==> src/hdl/pr_grid_current_controller_macros.svh <==
// Assertion macros for the grid current controller.
// Included by pr_grid_current_controller.sv, which carries concurrent checks; needs nothing else.
`ifndef PR_GRID_CURRENT_CONTROLLER_MACROS_SVH
`define PR_GRID_CURRENT_CONTROLLER_MACROS_SVH
`ifndef SYNTH
// Antecedent implies consequent in the same cycle.
`define PRGC_ASSERT_IMP(lbl, clk, rstn, ante, cons, msg) \
  lbl: assert property (@(posedge clk) disable iff (!rstn) (ante) |-> (cons)) else $error(msg);
// Antecedent implies consequent in the next cycle.
`define PRGC_ASSERT_NXT(lbl, clk, rstn, ante, cons, msg) \
  lbl: assert property (@(posedge clk) disable iff (!rstn) (ante) |=> (cons)) else $error(msg);
`else
`define PRGC_ASSERT_IMP(lbl, clk, rstn, ante, cons, msg)
`define PRGC_ASSERT_NXT(lbl, clk, rstn, ante, cons, msg)
`endif
`endif

==> src/hdl/prgc_pkg.sv <==
// Package of the grid current controller: multiplier sizes, sequencer steps,
// register indexes and fixed-point constants. Depends on nothing.
`timescale 1ns / 1ps
package prgc_pkg;

  localparam int MUL_A_W = 64;
  localparam int MUL_B_W = 48;
  localparam int MUL_P_W = MUL_A_W + MUL_B_W;
  localparam int MUL_N_W = 6;

  typedef struct packed {
    logic                start;
    logic [MUL_N_W-1:0]  nbits;
  } mul_req_t;

  typedef enum logic [3:0] {
    SP_Z2, SP_ZC, SP_ZT, SP_ZF,
    SP_R0, SP_R1, SP_R2, SP_R3,
    SP_W0, SP_W1, SP_W2,
    SP_A0, SP_A1, SP_A2, SP_A3
  } step_e;

  localparam logic [1:0] REG_PROP_GAIN = 2'd0;
  localparam logic [1:0] REG_RES_GAIN  = 2'd1;
  localparam logic [1:0] REG_PERIOD    = 2'd2;
  localparam logic [1:0] REG_MAX_STEP  = 2'd3;

  localparam logic [1:0] QUAD_0 = 2'd0;
  localparam logic [1:0] QUAD_1 = 2'd1;
  localparam logic [1:0] QUAD_2 = 2'd2;
  localparam logic [1:0] QUAD_3 = 2'd3;

  localparam logic [16:0] SIN_A      = 17'd102944;
  localparam logic [15:0] SIN_B      = 16'd42048;
  localparam logic [12:0] SIN_C      = 13'd4640;
  localparam logic [16:0] ONE_Q16    = 17'd65536;
  localparam logic [21:0] FOUR_PI_SQ = 22'd2587258;

endpackage

==> src/hdl/prgc_serial_mul.sv <==
// Bit-serial unsigned shift-add multiplier, one multiplier bit per cycle, MSB first.
// Depends on prgc_pkg.
`timescale 1ns / 1ps
module prgc_serial_mul (
  input  logic                           clk_i,
  input  logic                           rst_ni,
  input  prgc_pkg::mul_req_t             req_i,
  input  logic [prgc_pkg::MUL_A_W-1:0]   a_i,
  input  logic [prgc_pkg::MUL_B_W-1:0]   b_i,
  output logic                           done_o,
  output logic [prgc_pkg::MUL_P_W-1:0]   prod_o
);

  logic [prgc_pkg::MUL_A_W-1:0] a_q;
  logic [prgc_pkg::MUL_B_W-1:0] b_q;
  logic [prgc_pkg::MUL_P_W-1:0] acc_q;
  logic [prgc_pkg::MUL_N_W-1:0] cnt_q;
  logic [prgc_pkg::MUL_N_W-1:0] shamt;

  assign shamt = prgc_pkg::MUL_N_W'(prgc_pkg::MUL_B_W) - req_i.nbits;

  // The multiplier word is left-aligned so that its top bit is always the next one.
  always_ff @(posedge clk_i or negedge rst_ni) begin
    if (!rst_ni) begin
      cnt_q <= '0;
    end else if (req_i.start) begin
      cnt_q <= req_i.nbits;
    end else if (cnt_q != '0) begin
      cnt_q <= cnt_q - 1'b1;
    end
  end

  always_ff @(posedge clk_i) begin
    if (req_i.start) begin
      a_q   <= a_i;
      b_q   <= b_i << shamt;
      acc_q <= '0;
    end else if (cnt_q != '0) begin
      acc_q <= (acc_q << 1) +
               (b_q[prgc_pkg::MUL_B_W-1] ? prgc_pkg::MUL_P_W'(a_q) : '0);
      b_q   <= b_q << 1;
    end
  end

  assign done_o = (cnt_q == prgc_pkg::MUL_N_W'(1));
  assign prod_o = acc_q;

endmodule

==> src/hdl/pr_grid_current_controller.sv <==
// Top level of the proportional-resonant grid current controller.
// Depends on prgc_pkg, prgc_serial_mul and pr_grid_current_controller_macros.svh.
`timescale 1ns / 1ps
`include "pr_grid_current_controller_macros.svh"
// One input word yields one voltage word. On acceptance the held d/q reference
// moves toward the desired value and the phase is split into quadrant and fraction;
// then a sequencer runs its steps (quarter-wave sine twice, the rotation, the
// resonance factor and four steps per axis), each feeding one bit-serial multiplier.
// A step issues its multiplication and waits until it is done; the input stays
// stalled until the result has moved into the output register.
// The result sits in an output register, so it can wait for the sink while the
// next word is already accepted. Writing either gain register clears the held
// reference and all four integrators. Configuration is written through the
// APB-style port, register i at byte address 4*i; pready is always high.
module pr_grid_current_controller #(
  parameter int CURRENT_WIDTH = 24,
  parameter int PHASE_WIDTH   = 16,
  parameter int INTEG_WIDTH   = 48
) (
  input  logic                            clk_i,
  input  logic                            rst_ni,
  input  logic                            psel,
  input  logic                            penable,
  input  logic                            pwrite,
  input  logic [3:0]                      paddr,
  input  logic [31:0]                     pwdata,
  output logic [31:0]                     prdata,
  output logic                            pready,
  input  logic                            in_valid_i,
  output logic                            in_stall_o,
  input  logic signed [CURRENT_WIDTH-1:0] meas_alpha_i,
  input  logic signed [CURRENT_WIDTH-1:0] meas_beta_i,
  input  logic signed [CURRENT_WIDTH-1:0] want_d_i,
  input  logic signed [CURRENT_WIDTH-1:0] want_q_i,
  input  logic [PHASE_WIDTH-1:0]          phase_angle_i,
  input  logic [15:0]                     line_freq_i,
  output logic                            out_valid_o,
  input  logic                            out_stall_i,
  output logic signed [31:0]              volt_alpha_o,
  output logic signed [31:0]              volt_beta_o
);

  localparam int CW    = CURRENT_WIDTH;
  localparam int IW    = INTEG_WIDTH;
  localparam int EW    = CW + 3;
  localparam int RW    = CW + 19;
  localparam int DW    = (CW + 2 > 25) ? CW + 2 : 25;
  localparam int SUM_W = ((IW > CW + 19) ? IW : CW + 19) + 4;
  localparam int PW    = prgc_pkg::MUL_P_W;

  localparam logic signed [SUM_W-1:0] LIM_S =
    $signed((SUM_W'(1) << (IW - 1)) - SUM_W'(1));
  localparam logic signed [SUM_W-1:0] V_MAX = SUM_W'(64'sd2147483647);
  localparam logic signed [SUM_W-1:0] V_MIN = -V_MAX - SUM_W'(1);
  localparam logic signed [IW-1:0]    I_MIN = $signed({1'b1, {(IW-1){1'b0}}});

  typedef enum logic [4:0] {
    ST_IDLE  = 5'b00001,
    ST_ISSUE = 5'b00010,
    ST_MUL   = 5'b00100,
    ST_POST  = 5'b01000,
    ST_OUT   = 5'b10000
  } state_e;

  // Configuration registers.
  logic [23:0] prop_q, res_q;
  logic [31:0] dt_q;
  logic [22:0] mstep_q;
  logic        cfg_wr;

  state_e              state_q;
  prgc_pkg::step_e     step_q;
  logic                lane_q;

  logic signed [CW-1:0] ref_d_q, ref_q_q;
  logic signed [CW-1:0] meas_q [2];
  logic signed [IW-1:0] fi_q [2];
  logic signed [IW-1:0] si_q [2];
  logic signed [IW-1:0] drive_q;
  logic signed [31:0]   volt_q [2];
  logic signed [31:0]   out_a_q, out_b_q;
  logic                 out_valid_q;

  logic [15:0]          z_q;
  logic [1:0]           quad_q;
  logic [15:0]          freq_q;
  logic [16:0]          z2_q, t2_q, fz_q;
  logic [15:0]          t_q;
  logic signed [17:0]   sn_q, cs_q;
  logic signed [RW-1:0] acc_q;
  logic signed [EW-1:0] ref_a_q, ref_b_q;
  logic [39:0]          w_q;
  logic [45:0]          w2dt_q;
  logic                 neg_q;

  prgc_pkg::mul_req_t         mreq;
  logic [prgc_pkg::MUL_A_W-1:0] mul_a;
  logic [prgc_pkg::MUL_B_W-1:0] mul_b;
  logic                       mul_neg;
  logic                       mul_done;
  logic [PW-1:0]              prod;

  logic                 in_accept;
  logic [16:0]          x_arg;
  logic [21:0]          z_full;
  logic signed [DW-1:0] diff_d, diff_q, ms_s, step_d, step_q_ax;
  logic [CW-1:0]        d_mag, q_mag;
  logic [16:0]          sn_mag, cs_mag;
  logic signed [EW-1:0] err;
  logic [EW-1:0]        err_mag;
  logic [IW-1:0]        drive_mag, fi_mag;
  logic signed [PW:0]   sp;
  logic signed [RW-1:0] acc_n;
  logic [PW-1:0]        sh32, sh24;
  logic signed [SUM_W-1:0] r32, r24, xv, vv;
  logic [16:0]          f_new;

  assign pready    = 1'b1;
  assign cfg_wr    = psel & penable & pwrite;
  assign in_accept = in_valid_i & ~in_stall_o;
  assign in_stall_o = (state_q != ST_IDLE);

  always_comb begin
    unique case (paddr[3:2])
      prgc_pkg::REG_PROP_GAIN: prdata = 32'(prop_q);
      prgc_pkg::REG_RES_GAIN:  prdata = 32'(res_q);
      prgc_pkg::REG_PERIOD:    prdata = dt_q;
      prgc_pkg::REG_MAX_STEP:  prdata = 32'(mstep_q);
      default:                 prdata = '0;
    endcase
  end

  function automatic logic signed [SUM_W-1:0] sat_sym(input logic signed [SUM_W-1:0] v);
    logic signed [SUM_W-1:0] r;
    r = v;
    if (v > LIM_S) r = LIM_S;
    else if (v < -LIM_S) r = -LIM_S;
    return r;
  endfunction

  function automatic logic signed [SUM_W-1:0] sat_mag(input logic [PW-1:0] m);
    logic signed [SUM_W-1:0] r;
    r = (m > PW'(LIM_S)) ? LIM_S : $signed(SUM_W'(m));
    return r;
  endfunction

  // Reference slew limit, computed on the accepted word.
  always_comb begin
    ms_s      = $signed(DW'(mstep_q));
    diff_d    = DW'(want_d_i) - DW'(ref_d_q);
    diff_q    = DW'(want_q_i) - DW'(ref_q_q);
    step_d    = (diff_d > ms_s) ? ms_s : ((diff_d < -ms_s) ? -ms_s : diff_d);
    step_q_ax = (diff_q > ms_s) ? ms_s : ((diff_q < -ms_s) ? -ms_s : diff_q);
    z_full    = 22'(phase_angle_i[PHASE_WIDTH-3:0]) << (24 - PHASE_WIDTH);
  end

  // Operand selection for the multiplier; signed operands go in as magnitudes.
  always_comb begin
    x_arg     = lane_q ? (prgc_pkg::ONE_Q16 - {1'b0, z_q}) : {1'b0, z_q};
    d_mag     = ref_d_q[CW-1] ? CW'(-ref_d_q) : CW'(ref_d_q);
    q_mag     = ref_q_q[CW-1] ? CW'(-ref_q_q) : CW'(ref_q_q);
    sn_mag    = sn_q[17] ? 17'(-sn_q) : 17'(sn_q);
    cs_mag    = cs_q[17] ? 17'(-cs_q) : 17'(cs_q);
    err       = (lane_q ? ref_b_q : ref_a_q) - EW'(meas_q[lane_q]);
    err_mag   = err[EW-1] ? EW'(-err) : EW'(err);
    drive_mag = drive_q[IW-1] ? IW'(-drive_q) : IW'(drive_q);
    fi_mag    = fi_q[lane_q][IW-1] ? IW'(-fi_q[lane_q]) : IW'(fi_q[lane_q]);
    mul_a     = '0;
    mul_b     = '0;
    mul_neg   = 1'b0;
    mreq.start = (state_q == ST_ISSUE);
    mreq.nbits = prgc_pkg::MUL_N_W'(17);
    case (step_q)
      prgc_pkg::SP_Z2: begin
        mul_a = 64'(x_arg); mul_b = 48'(x_arg);
      end
      prgc_pkg::SP_ZC: begin
        mul_a = 64'(z2_q); mul_b = 48'(prgc_pkg::SIN_C); mreq.nbits = 6'd13;
      end
      prgc_pkg::SP_ZT: begin
        mul_a = 64'(z2_q); mul_b = 48'(t_q); mreq.nbits = 6'd16;
      end
      prgc_pkg::SP_ZF: begin
        mul_a = 64'(x_arg); mul_b = 48'(t2_q);
      end
      prgc_pkg::SP_R0: begin
        mul_a = 64'(d_mag); mul_b = 48'(cs_mag); mul_neg = ref_d_q[CW-1] ^ cs_q[17];
      end
      prgc_pkg::SP_R1: begin
        mul_a = 64'(q_mag); mul_b = 48'(sn_mag); mul_neg = ref_q_q[CW-1] ^ sn_q[17];
      end
      prgc_pkg::SP_R2: begin
        mul_a = 64'(d_mag); mul_b = 48'(sn_mag); mul_neg = ref_d_q[CW-1] ^ sn_q[17];
      end
      prgc_pkg::SP_R3: begin
        mul_a = 64'(q_mag); mul_b = 48'(cs_mag); mul_neg = ref_q_q[CW-1] ^ cs_q[17];
      end
      prgc_pkg::SP_W0: begin
        mul_a = 64'(freq_q); mul_b = 48'(freq_q); mreq.nbits = 6'd16;
      end
      prgc_pkg::SP_W1: begin
        mul_a = 64'(w_q); mul_b = 48'(dt_q); mreq.nbits = 6'd32;
      end
      prgc_pkg::SP_W2: begin
        mul_a = 64'(w_q); mul_b = 48'(prgc_pkg::FOUR_PI_SQ); mreq.nbits = 6'd22;
      end
      prgc_pkg::SP_A0: begin
        mul_a = 64'(err_mag); mul_b = 48'(res_q); mul_neg = err[EW-1];
        mreq.nbits = 6'd24;
      end
      prgc_pkg::SP_A1: begin
        mul_a = 64'(drive_mag); mul_b = 48'(dt_q); mul_neg = drive_q[IW-1];
        mreq.nbits = 6'd32;
      end
      prgc_pkg::SP_A2: begin
        mul_a = 64'(fi_mag); mul_b = 48'(w2dt_q); mul_neg = fi_q[lane_q][IW-1];
        mreq.nbits = 6'd46;
      end
      prgc_pkg::SP_A3: begin
        mul_a = 64'(err_mag); mul_b = 48'(prop_q); mul_neg = err[EW-1];
        mreq.nbits = 6'd24;
      end
      default: begin
        mul_a = '0;
      end
    endcase
  end

  prgc_serial_mul u_mul (
    .clk_i  (clk_i),
    .rst_ni (rst_ni),
    .req_i  (mreq),
    .a_i    (mul_a),
    .b_i    (mul_b),
    .done_o (mul_done),
    .prod_o (prod)
  );

  // Post-processing of the finished product.
  always_comb begin
    sp    = neg_q ? -$signed({1'b0, prod}) : $signed({1'b0, prod});
    acc_n = acc_q - RW'(sp);
    sh32  = prod >> 32;
    sh24  = prod >> 24;
    r32   = neg_q ? -sat_mag(sh32) : sat_mag(sh32);
    r24   = neg_q ? -sat_mag(sh24) : sat_mag(sh24);
    xv    = SUM_W'(sp >>> 8);
    vv    = xv + SUM_W'(fi_q[lane_q]);
    f_new = prod[32:16];
  end

  // Control state.
  always_ff @(posedge clk_i or negedge rst_ni) begin
    if (!rst_ni) begin
      state_q     <= ST_IDLE;
      step_q      <= prgc_pkg::SP_Z2;
      lane_q      <= 1'b0;
      out_valid_q <= 1'b0;
      prop_q      <= 24'd25600;
      res_q       <= 24'd2048000;
      dt_q        <= 32'd214748;
      mstep_q     <= 23'd410;
      ref_d_q     <= '0;
      ref_q_q     <= '0;
      fi_q[0]     <= '0;
      fi_q[1]     <= '0;
      si_q[0]     <= '0;
      si_q[1]     <= '0;
    end else begin
      // The output register is refilled from the sequencer or emptied by the sink.
      if (state_q == ST_OUT && (!out_valid_q || !out_stall_i)) begin
        out_valid_q <= 1'b1;
      end else if (!out_stall_i) begin
        out_valid_q <= 1'b0;
      end
      if (cfg_wr) begin
        unique case (paddr[3:2])
          prgc_pkg::REG_PROP_GAIN: prop_q  <= pwdata[23:0];
          prgc_pkg::REG_RES_GAIN:  res_q   <= pwdata[23:0];
          prgc_pkg::REG_PERIOD:    dt_q    <= pwdata;
          prgc_pkg::REG_MAX_STEP:  mstep_q <= pwdata[22:0];
          default:                 dt_q    <= dt_q;
        endcase
        // A new gain invalidates the controller history.
        if (paddr[3:2] == prgc_pkg::REG_PROP_GAIN || paddr[3:2] == prgc_pkg::REG_RES_GAIN) begin
          ref_d_q <= '0;
          ref_q_q <= '0;
          fi_q[0] <= '0;
          fi_q[1] <= '0;
          si_q[0] <= '0;
          si_q[1] <= '0;
        end
      end
      unique case (state_q)
        ST_IDLE: begin
          if (in_accept) begin
            ref_d_q <= CW'(DW'(ref_d_q) + step_d);
            ref_q_q <= CW'(DW'(ref_q_q) + step_q_ax);
            step_q  <= prgc_pkg::SP_Z2;
            lane_q  <= 1'b0;
            state_q <= ST_ISSUE;
          end
        end
        ST_ISSUE: state_q <= ST_MUL;
        ST_MUL: begin
          if (mul_done) state_q <= ST_POST;
        end
        ST_POST: begin
          // The last step of the beta axis ends the sequence.
          state_q <= (step_q == prgc_pkg::SP_A3 && lane_q) ? ST_OUT : ST_ISSUE;
          case (step_q)
            prgc_pkg::SP_Z2, prgc_pkg::SP_ZC, prgc_pkg::SP_ZT: begin
              step_q <= prgc_pkg::step_e'(step_q + 1'b1);
            end
            prgc_pkg::SP_ZF: begin
              if (!lane_q) begin
                lane_q <= 1'b1;
                step_q <= prgc_pkg::SP_Z2;
              end else begin
                lane_q <= 1'b0;
                step_q <= prgc_pkg::SP_R0;
              end
            end
            prgc_pkg::SP_A1: begin
              fi_q[lane_q] <= IW'(sat_sym(SUM_W'(fi_q[lane_q]) + r32));
              step_q <= prgc_pkg::SP_A2;
            end
            prgc_pkg::SP_A2: begin
              si_q[lane_q] <= IW'(sat_sym(SUM_W'(si_q[lane_q]) + r24));
              step_q <= prgc_pkg::SP_A3;
            end
            prgc_pkg::SP_A3: begin
              if (!lane_q) begin
                lane_q <= 1'b1;
                step_q <= prgc_pkg::SP_A0;
              end else begin
                lane_q  <= 1'b0;
              end
            end
            default: begin
              step_q <= prgc_pkg::step_e'(step_q + 1'b1);
            end
          endcase
        end
        ST_OUT: begin
          if (!out_valid_q || !out_stall_i) begin
            state_q     <= ST_IDLE;
          end
        end
        default: state_q <= ST_IDLE;
      endcase
    end
  end

  // Datapath registers.
  always_ff @(posedge clk_i) begin
    if (state_q == ST_IDLE && in_accept) begin
      meas_q[0] <= meas_alpha_i;
      meas_q[1] <= meas_beta_i;
      z_q       <= z_full[21:6];
      quad_q    <= phase_angle_i[PHASE_WIDTH-1 -: 2];
      freq_q    <= line_freq_i;
    end
    if (state_q == ST_ISSUE) neg_q <= mul_neg;
    if (state_q == ST_OUT && (!out_valid_q || !out_stall_i)) begin
      out_a_q <= volt_q[0];
      out_b_q <= volt_q[1];
    end
    if (state_q == ST_POST) begin
      case (step_q)
        prgc_pkg::SP_Z2: z2_q <= prod[32:16];
        prgc_pkg::SP_ZC: t_q  <= prgc_pkg::SIN_B - prod[31:16];
        prgc_pkg::SP_ZT: t2_q <= prgc_pkg::SIN_A - prod[32:16];
        prgc_pkg::SP_ZF: begin
          if (!lane_q) begin
            fz_q <= f_new;
          end else begin
            // Quadrant folding of the quarter-wave values.
            case (quad_q)
              prgc_pkg::QUAD_0: begin
                sn_q <= $signed({1'b0, fz_q}); cs_q <= $signed({1'b0, f_new});
              end
              prgc_pkg::QUAD_1: begin
                sn_q <= $signed({1'b0, f_new}); cs_q <= -$signed({1'b0, fz_q});
              end
              prgc_pkg::QUAD_2: begin
                sn_q <= -$signed({1'b0, fz_q}); cs_q <= -$signed({1'b0, f_new});
              end
              default: begin
                sn_q <= -$signed({1'b0, f_new}); cs_q <= $signed({1'b0, fz_q});
              end
            endcase
          end
        end
        prgc_pkg::SP_R0, prgc_pkg::SP_R2: acc_q <= RW'(sp);
        prgc_pkg::SP_R1: ref_a_q <= EW'((acc_n + RW'(32768)) >>> 16);
        prgc_pkg::SP_R3: ref_b_q <= EW'((acc_q + RW'(sp) + RW'(32768)) >>> 16);
        prgc_pkg::SP_W0: w_q    <= 40'(prod[31:0]);
        prgc_pkg::SP_W1: w_q    <= prod[63:24];
        prgc_pkg::SP_W2: w2dt_q <= prod[61:16];
        prgc_pkg::SP_A0: drive_q <= IW'(sat_sym(xv - SUM_W'(si_q[lane_q])));
        prgc_pkg::SP_A3: begin
          if (vv > V_MAX) volt_q[lane_q] <= 32'sh7fffffff;
          else if (vv < V_MIN) volt_q[lane_q] <= 32'sh80000000;
          else volt_q[lane_q] <= 32'(vv);
        end
        default: acc_q <= acc_q;
      endcase
    end
  end

  assign out_valid_o  = out_valid_q;
  assign volt_alpha_o = out_a_q;
  assign volt_beta_o  = out_b_q;

  `PRGC_ASSERT_IMP(a_mul_done_in_mul, clk_i, rst_ni, mul_done, state_q == ST_MUL, "multiplier finished outside its wait state")
  `PRGC_ASSERT_NXT(a_accept_starts, clk_i, rst_ni, in_accept, state_q == ST_ISSUE && step_q == prgc_pkg::SP_Z2 && !lane_q, "accepted word did not start the sequence")
  `PRGC_ASSERT_IMP(a_fi0_sym, clk_i, rst_ni, 1'b1, fi_q[0] != I_MIN && fi_q[1] != I_MIN, "integrator left its symmetric range")
  `PRGC_ASSERT_NXT(a_out_loaded, clk_i, rst_ni, state_q == ST_OUT && (!out_valid_q || !out_stall_i), out_valid_o && state_q == ST_IDLE, "finished result not presented")

endmodule

==> config.mk <==
export PLATFORM = sky130hd
export DESIGN_NAME = pr_grid_current_controller
export DESIGN_NICKNAME = d
export VERILOG_FILES = /design/src/hdl/prgc_pkg.sv /design/src/hdl/prgc_serial_mul.sv /design/src/hdl/pr_grid_current_controller.sv
export VERILOG_INCLUDE_DIRS = /design/src /design/src/hdl
export SDC_FILE = /design/constraint.sdc
export NUM_CORES = 2
export LEC_CHECK = 0
export ABC_AREA = 1
export BUFFER_PORTS_ARGS = -buffer_cell sky130_fd_sc_hd__clkbuf_2
export CORE_MARGIN = 5
export CORE_UTILIZATION = 45
export DETAILED_ROUTE_END_ITERATION = 16
export PLACE_DENSITY_LB_ADDON = 0.15
export SETUP_SLACK_MARGIN = 0.4
export SLEW_MARGIN = 10
export SYNTH_ARGS = -nofsm -noshare
export SYNTH_HDL_FRONTEND = slang
export SYNTH_SLANG_ARGS = --single-unit
==> constraint.sdc <==
create_clock -name clk_i -period 13.81 [get_ports clk_i]
set_input_delay 2.762 -clock clk_i [delete_from_list [all_inputs] [get_ports clk_i]]
set_output_delay 2.762 -clock clk_i [all_outputs]
set_load 0.005 [all_outputs]
**Word level (Yosys, flattened, before mapping)**

Memories as Yosys holds them, arrays and structs flattened. A register that Yosys moved wholly into a read port is not among the register bits.
Cells that the tools add are included.

- Reduce and logical (&&, ||, !) cells: 45
- Add/sub/neg operators: 33
- Bitwise gates (word level): 12
- $lt $le $gt $ge: 16
- Shift operators: 1
- Mux-type cells: 100
- Equality and inequality tests: 32

Operator list:

| kind | number |
|---|---|
| 48-bit 2-to-1 mux | 20 |
| 96-bit 2-to-1 mux | 8 |
| 46-bit case mux with 12 select lines | 1 |
| 48-bit case mux with 9 select lines | 1 |
| 24-bit 2-to-1 mux | 14 |
| 52-bit 2-to-1 mux | 4 |
| 96-bit bitwise mux | 2 |
| 52-bit by 48-bit greater-than comparator with 1-bit output, second input constant | 3 |
| 52-bit by 48-bit less-than comparator with 1-bit output, second input constant | 3 |
| 32-bit case mux with 4 select lines | 1 |
| 112-bit by 64-bit adder with 112-bit output | 1 |
| 18-bit case mux with 3 select lines | 2 |
| 48-bit by 52-bit adder with 52-bit output | 2 |
| 52-bit negator | 2 |
| 48-bit negator | 2 |
| 88-bit by 47-bit greater-than comparator with 1-bit output, second input constant | 1 |
| 43-bit by 17-bit adder with 43-bit output, second input constant | 2 |
| 80-bit by 47-bit greater-than comparator with 1-bit output, second input constant | 1 |
| 40-bit case mux with 2 select lines | 1 |
| 32-bit 2-to-1 mux | 2 |
| 64-bit 2-to-1 mux | 1 |
| 60-bit 2-to-1 mux | 1 |
| 60-bit negator | 1 |
| 27-bit 2-to-1 mux | 2 |
| 69 further kinds | 161 |

- Bits in writable memories: 112
- Output and inout bits: 99
- Flip-flop bits (word level): 951
- Bits of input ports: 171
- Memories: 2

Memory list:

| memory | words | bits a word | read ports | clocked after Yosys merged registers in | wr ports | RTL line | source |
|---|---|---|---|---|---|---|---|
| volt_q | 2 | 32 | 2 | 2 | 1 | pr_grid_current_controller.sv:80 | `logic signed [31:0] volt_q [2];` |
| meas_q | 2 | 24 | 1 | 0 | 2 | pr_grid_current_controller.sv:76 | `logic signed [CW-1:0] meas_q [2];` |

**Depth between registers and ports, before layout**

- Depth in word-level cells: 13
- Gate-level depth with buffers: 48
- Gate-level depth less buffers: 47

**By module**

Synthesis repeated with hierarchy kept, for this count alone.

- Cell total of the unflattened synthesis: 14,905
- Area total of the unflattened synthesis: 99,168.9 um^2

Modules (own cells, without submodules):

| module | times used | cells each | sequential area each (um^2) | area each (um^2) |
|---|---|---|---|---|
| pr_grid_current_controller | 1 | 11,485 | 25,195.4 | 79,413.7 |
| prgc_serial_mul | 1 | 3,420 | 5,755.5 | 19,755.2 |

**Least setup slack after synthesis**

No wires, ideal clock.

- Path type: input port to flip-flop
- Start point: input want_d_i[0]
- End point: register ref_d_q[23]
- Data arrival time: 8.436 ns
- Setup slack: 5.297 ns
- Cell stages on the path: 46
- Data required time: 13.733 ns
- Cell sequence: inv_1 -> ha_1 -> inv_1 -> fa_1 -> nand3_1 -> nand2_1 -> a21o_1 -> a21oi_1 -> o21ai_0 -> a21oi_1 -> o21a_1 -> o21a_1 -> xor2_1 -> inv_1 -> ha_1 -> nand2_1 -> o21a_1 -> o221ai_1 -> [10 not listed] -> ha_1 -> nand3_1 -> nand3_1 -> nand2_1 -> nand2_1 -> a21oi_1 -> inv_1 -> a21oi_1 -> o21ai_0 -> nand2_1 -> nand2_1 -> nand2_1 -> nand3_1 -> xor2_1 -> inv_1 -> nand3_1 -> nand3_1 -> nand2_1

- Longest elaborated chain between the ends: 7
- Elaborated cells on any way between the ends: 8
- Classes of those cells: 2 x add/sub; 2 x order compare; 4 x mux

Ends and longest elaborated chain:

| what | RTL line | source |
|---|---|---|
| from (decl) | pr_grid_current_controller.sv:33 | `input logic signed [CURRENT_WIDTH-1:0] want_d_i,` |
| 24-bit by 24-bit subtractor with 25-bit output (*) | pr_grid_current_controller.sv:150 | `diff_d = DW'(want_d_i) - DW'(ref_d_q);` |
| 25-bit by 26-bit less-than comparator with 1-bit output | pr_grid_current_controller.sv:152 | `step_d = (diff_d > ms_s) ? ms_s : ((diff_d < -ms_s) ? -ms_s : diff_d);` |
| 24-bit 2-to-1 mux | pr_grid_current_controller.sv:152 |  |
| 24-bit 2-to-1 mux (*) | pr_grid_current_controller.sv:152 |  |
| 24-bit adder (*) | pr_grid_current_controller.sv:297 | `ref_d_q <= CW'(DW'(ref_d_q) + step_d);` |
| 24-bit 2-to-1 mux (*) | pr_grid_current_controller.sv:296 | `if (in_accept) begin` |
| 24-bit 2-to-1 mux (*) | pr_grid_current_controller.sv:294 | `unique case (state_q)` |
| to (signal assigned) | pr_grid_current_controller.sv:297 |  |
| to (decl) | pr_grid_current_controller.sv:75 | `logic signed [CW-1:0] ref_d_q, ref_q_q;` |

Every way passes the cells marked *; elsewhere a longest branch is shown, timed or not.
A chain may end at the register's enable or synchronous reset.

**Final worst setup path**

Ends and elaborated chain as after synthesis.

==> implementation parameters <==
Parameter                              Value

Routing
  Antenna viol nets, final ... 0
  DR WL/cell ... 26.2 um
  Number of detailed-routing iterations run before antenna repair ... 8
  Post-detailed-route via-to-cell ratio ... slightly below 6
  # DRC ... 0
  Routed length on met2 ... roughly 180000 um
  Metal-1 WL ... between 150000 and 200000 um
  Max Used Layer ... met5
  Total routed wirelength ... about 430000 um
  Met3 WL ... between 30000 and 40000 um
  Via count ... a little under 100k
  Initial drt markers ... between 10000 and 15000

Timing
  Final hold violation count ... 0
  Final count of pins violating max slew ... 0
  Maximum clock skew at final layout ... 0.0689 ns
  Final clock period utilization by the worst path ... 70.0%
  Sum of negative setup slack ... 0 ns
  Fin crit period ... slightly below 10 ns
  Setup repair after global routing missed its margin ... no
  Final setup fails ... 0
  Worst slew margin relative to its limit ... 3.96%
  Peak Freq ... approximately 100 MHz
  Worst-Margin Slew ... 1.43 ns

Synth
  Most used flip-flop cell after synthesis ... edfxtp_1
  Proportion of synthesized chip area in sequential cells ... between 30% and 40%
  Number of distinct standard cells referenced by the synthesized netlist ... about 80
  Instance count of the mapped netlist ... around 13000
  Mean cell area of the mapped netlist ... 6.95 um2
  Flops & latches, synth ... 1111
  Cell area after technology mapping ... 93600 um2
  Synth async-reset ratio ... approximately a third
  Top cell type's share of synthesized area ... between 20% and 30%
  Synthesized Nets ... between 10000 and 15000
  Top cells by area in the synthesized netlist ... edfxtp_1, nand2_1, dfrtp_1
  Count of warnings emitted by yosys ... 0
  Post-synth top area cell ... edfxtp_1
  Number of enable-type register cells in the synthesized netlist ... 639

Global routing
  Residual overflow from global routing ... 0
  Total GRT Usage ... about two fifths
  Largest net degree at the start of global routing ... roughly 140
  Initial antenna violation count ... 19
  Via count of the first global-routing pass ... a little over 90000
  Wire length of the first global-routing pass ... 619000 um

Worst setup path
  Critical path's largest stage delay ... approximately 0.64 ns
  CP max-delay cell ... o21ai_0
  Maximum fanout along the worst path ... 29
  Reg-to-reg slack, setup ... 4.87 ns
  Nature of the critical path endpoint ... flop
  Arr. time, crit path ... slightly above 10 ns
  Critical path type ... input port to flop
  Crit path required time ... between 10 and 15 ns
  Worst setup SP type ... input port
  Cell seen most often among critical-path stages ... nand2_1

Worst hold path
  Worst min-delay path class ... flop to flop

Placement
  Buffers added on ports ... around 270
  Dpl hpwl ... ~350000 um
  Placer Congestion ... ~1.1

Clock tree
  Root buffer cell ... clkbuf_16
  Number of levels in the clock H-tree ... 4
  Clock tree from TritonCTS ... done
  Clock-pin transition on the worst setup and hold timing paths ... ~0.060 ns
  Hold bufs inserted after CTS ... 0
  Number of buffers created by CTS ... around 140
  Sink Count ... 1111
  Maximum count of clock buffers along a single path ... 3
  Number of buffers added for setup after CTS ... 0
  Clock Latency Late Sink ... roughly 0.83 ns
  Resize count post-CTS ... 0

Floorplanning
  Die width ... approximately 470 um
  Chip height ... 466 um
  Number of standard-cell rows in the floorplan ... 167
  Number of top-level design ports ... 270
  Area of the core region ... 207000 um2
  Effective utilization at floorplan ... a little under half
  Die outline area ... around 220000 um2

Flow run
  Total of max-cap violations ... 0

Layout
  Fraction of final layout cells sized beyond drive strength 1 ... approximately 7.2%
  Total Nets Final ... 14500
  Area overhead of the layout relative to synthesis ... 10.2%

Status
  Result of the run ... finished, final reports clean
## worst max-delay path, delay by kind of cell
kind	cells	cell delay, ns
compound gates	13	3.09
simple gates	18	2.14
fa+ha+maj	4	1.02
buf+inv	7	1.01
xor+xnor	2	0.32
## per-stage QoR
stage                     std cells  hold WS [ns]  setup slack, ns  utilization (%)  instance area [um2]
final                         16600         0.404             4.15             49.9               103000
after global placement        16300         0.400             3.33             47.5                98400
after CTS                     16600         0.404             4.28             49.8               103000
after global routing          16600         0.402             3.44             49.8               103000
after detailed placement      16300         0.405             3.46             47.5                98400
after floorplan               13500         0.400             5.30                -                93600
## Yosys cell counts (all sizes together) (106+ instances only)
cell type,count
ha,654
nor3,243
clkbuf,304
a21oi,885
dfxtp,112
nor2,1305
o21ai,1043
inv,1788
nand2,3476
o211ai,110
buf,106
or2,138
xor2,458
xnor2,115
dfrtp,335
nand3,817
edfxtp,639
nand4,177
## path summary, 6_finish.rpt
path / startpoint / endpoint / cells past startpoint
min reg2reg: volt_q[0][18]$_DFFE_PP_ / volt_alpha_o[18]$_DFFE_PP_ / 0
max: want_d_i[0] / ref_d_q[23]$_DFF_PN0_ / 44
max in group asynchronous: rst_ni / lane_q$_DFFE_PN0P_ / 3
max reg2reg: mstep_q[0]$_DFFE_PN0P_ / ref_d_q[23]$_DFF_PN0_ / 42
min: volt_q[0][18]$_DFFE_PP_ / volt_alpha_o[18]$_DFFE_PP_ / 0
min in group asynchronous: rst_ni / si_q[20]$_DFF_PN0_ / 1
## cells by family after synthesis
family	count (synthesis)	synth area share (%)
other	1	0.00400
AND/OR/NAND/NOR	6303	28.2
buffers and inverters	2224	9.11
flip-flops	1111	32.5
adder cells (fa/ha/maj)	664	8.95
AO/OA/AOI/OAI	2564	15.5
XOR/XNOR	573	5.38
multiplexers	30	0.321
## state kept, by name, indices dropped and copies added (netlist names), 46 cells and up
name          flops
u_mul.prod_o    112
fi_q             96
si_q             96
volt_q           64
drive_q          48
meas_q           48
u_mul.a_q        48
u_mul.b_q        48
w2dt_q           46
## cells in the final DEF, fill, tap and decap left out, types with 237 or more instances in the layout
master,instances
nand2_1,3454
inv_1,1737
nor2_1,1263
o21ai_0,957
a21oi_1,882
nand3_1,814
ha_1,654
edfxtp_1,639
xor2_1,452
dfrtp_1,334
clkbuf_2,265
nor3_1,237
## final cells by class
class,instances,area (um2)
clock inverter,72,950
inverter,1814,6820
antenna,9,22.5
clock buffer,178,3820
multi-input combinational,10100,54900
fill,20800,104000
tap,2788,3490
timing repair buffer,456,2790
sequential,1111,30500
## layer usage
metal / GRT usage [%] / vias up
met4: 25.6 / 12
met5: 0 / -
li1: - / 45200
met3: 6.22 / 984
met1: 50.8 / 46000
met2: 58.3 / 5191
Power is left out: the tool's default activity adds up to more than one toggle a clock period on the data nets, which glitch-free logic cannot reach.
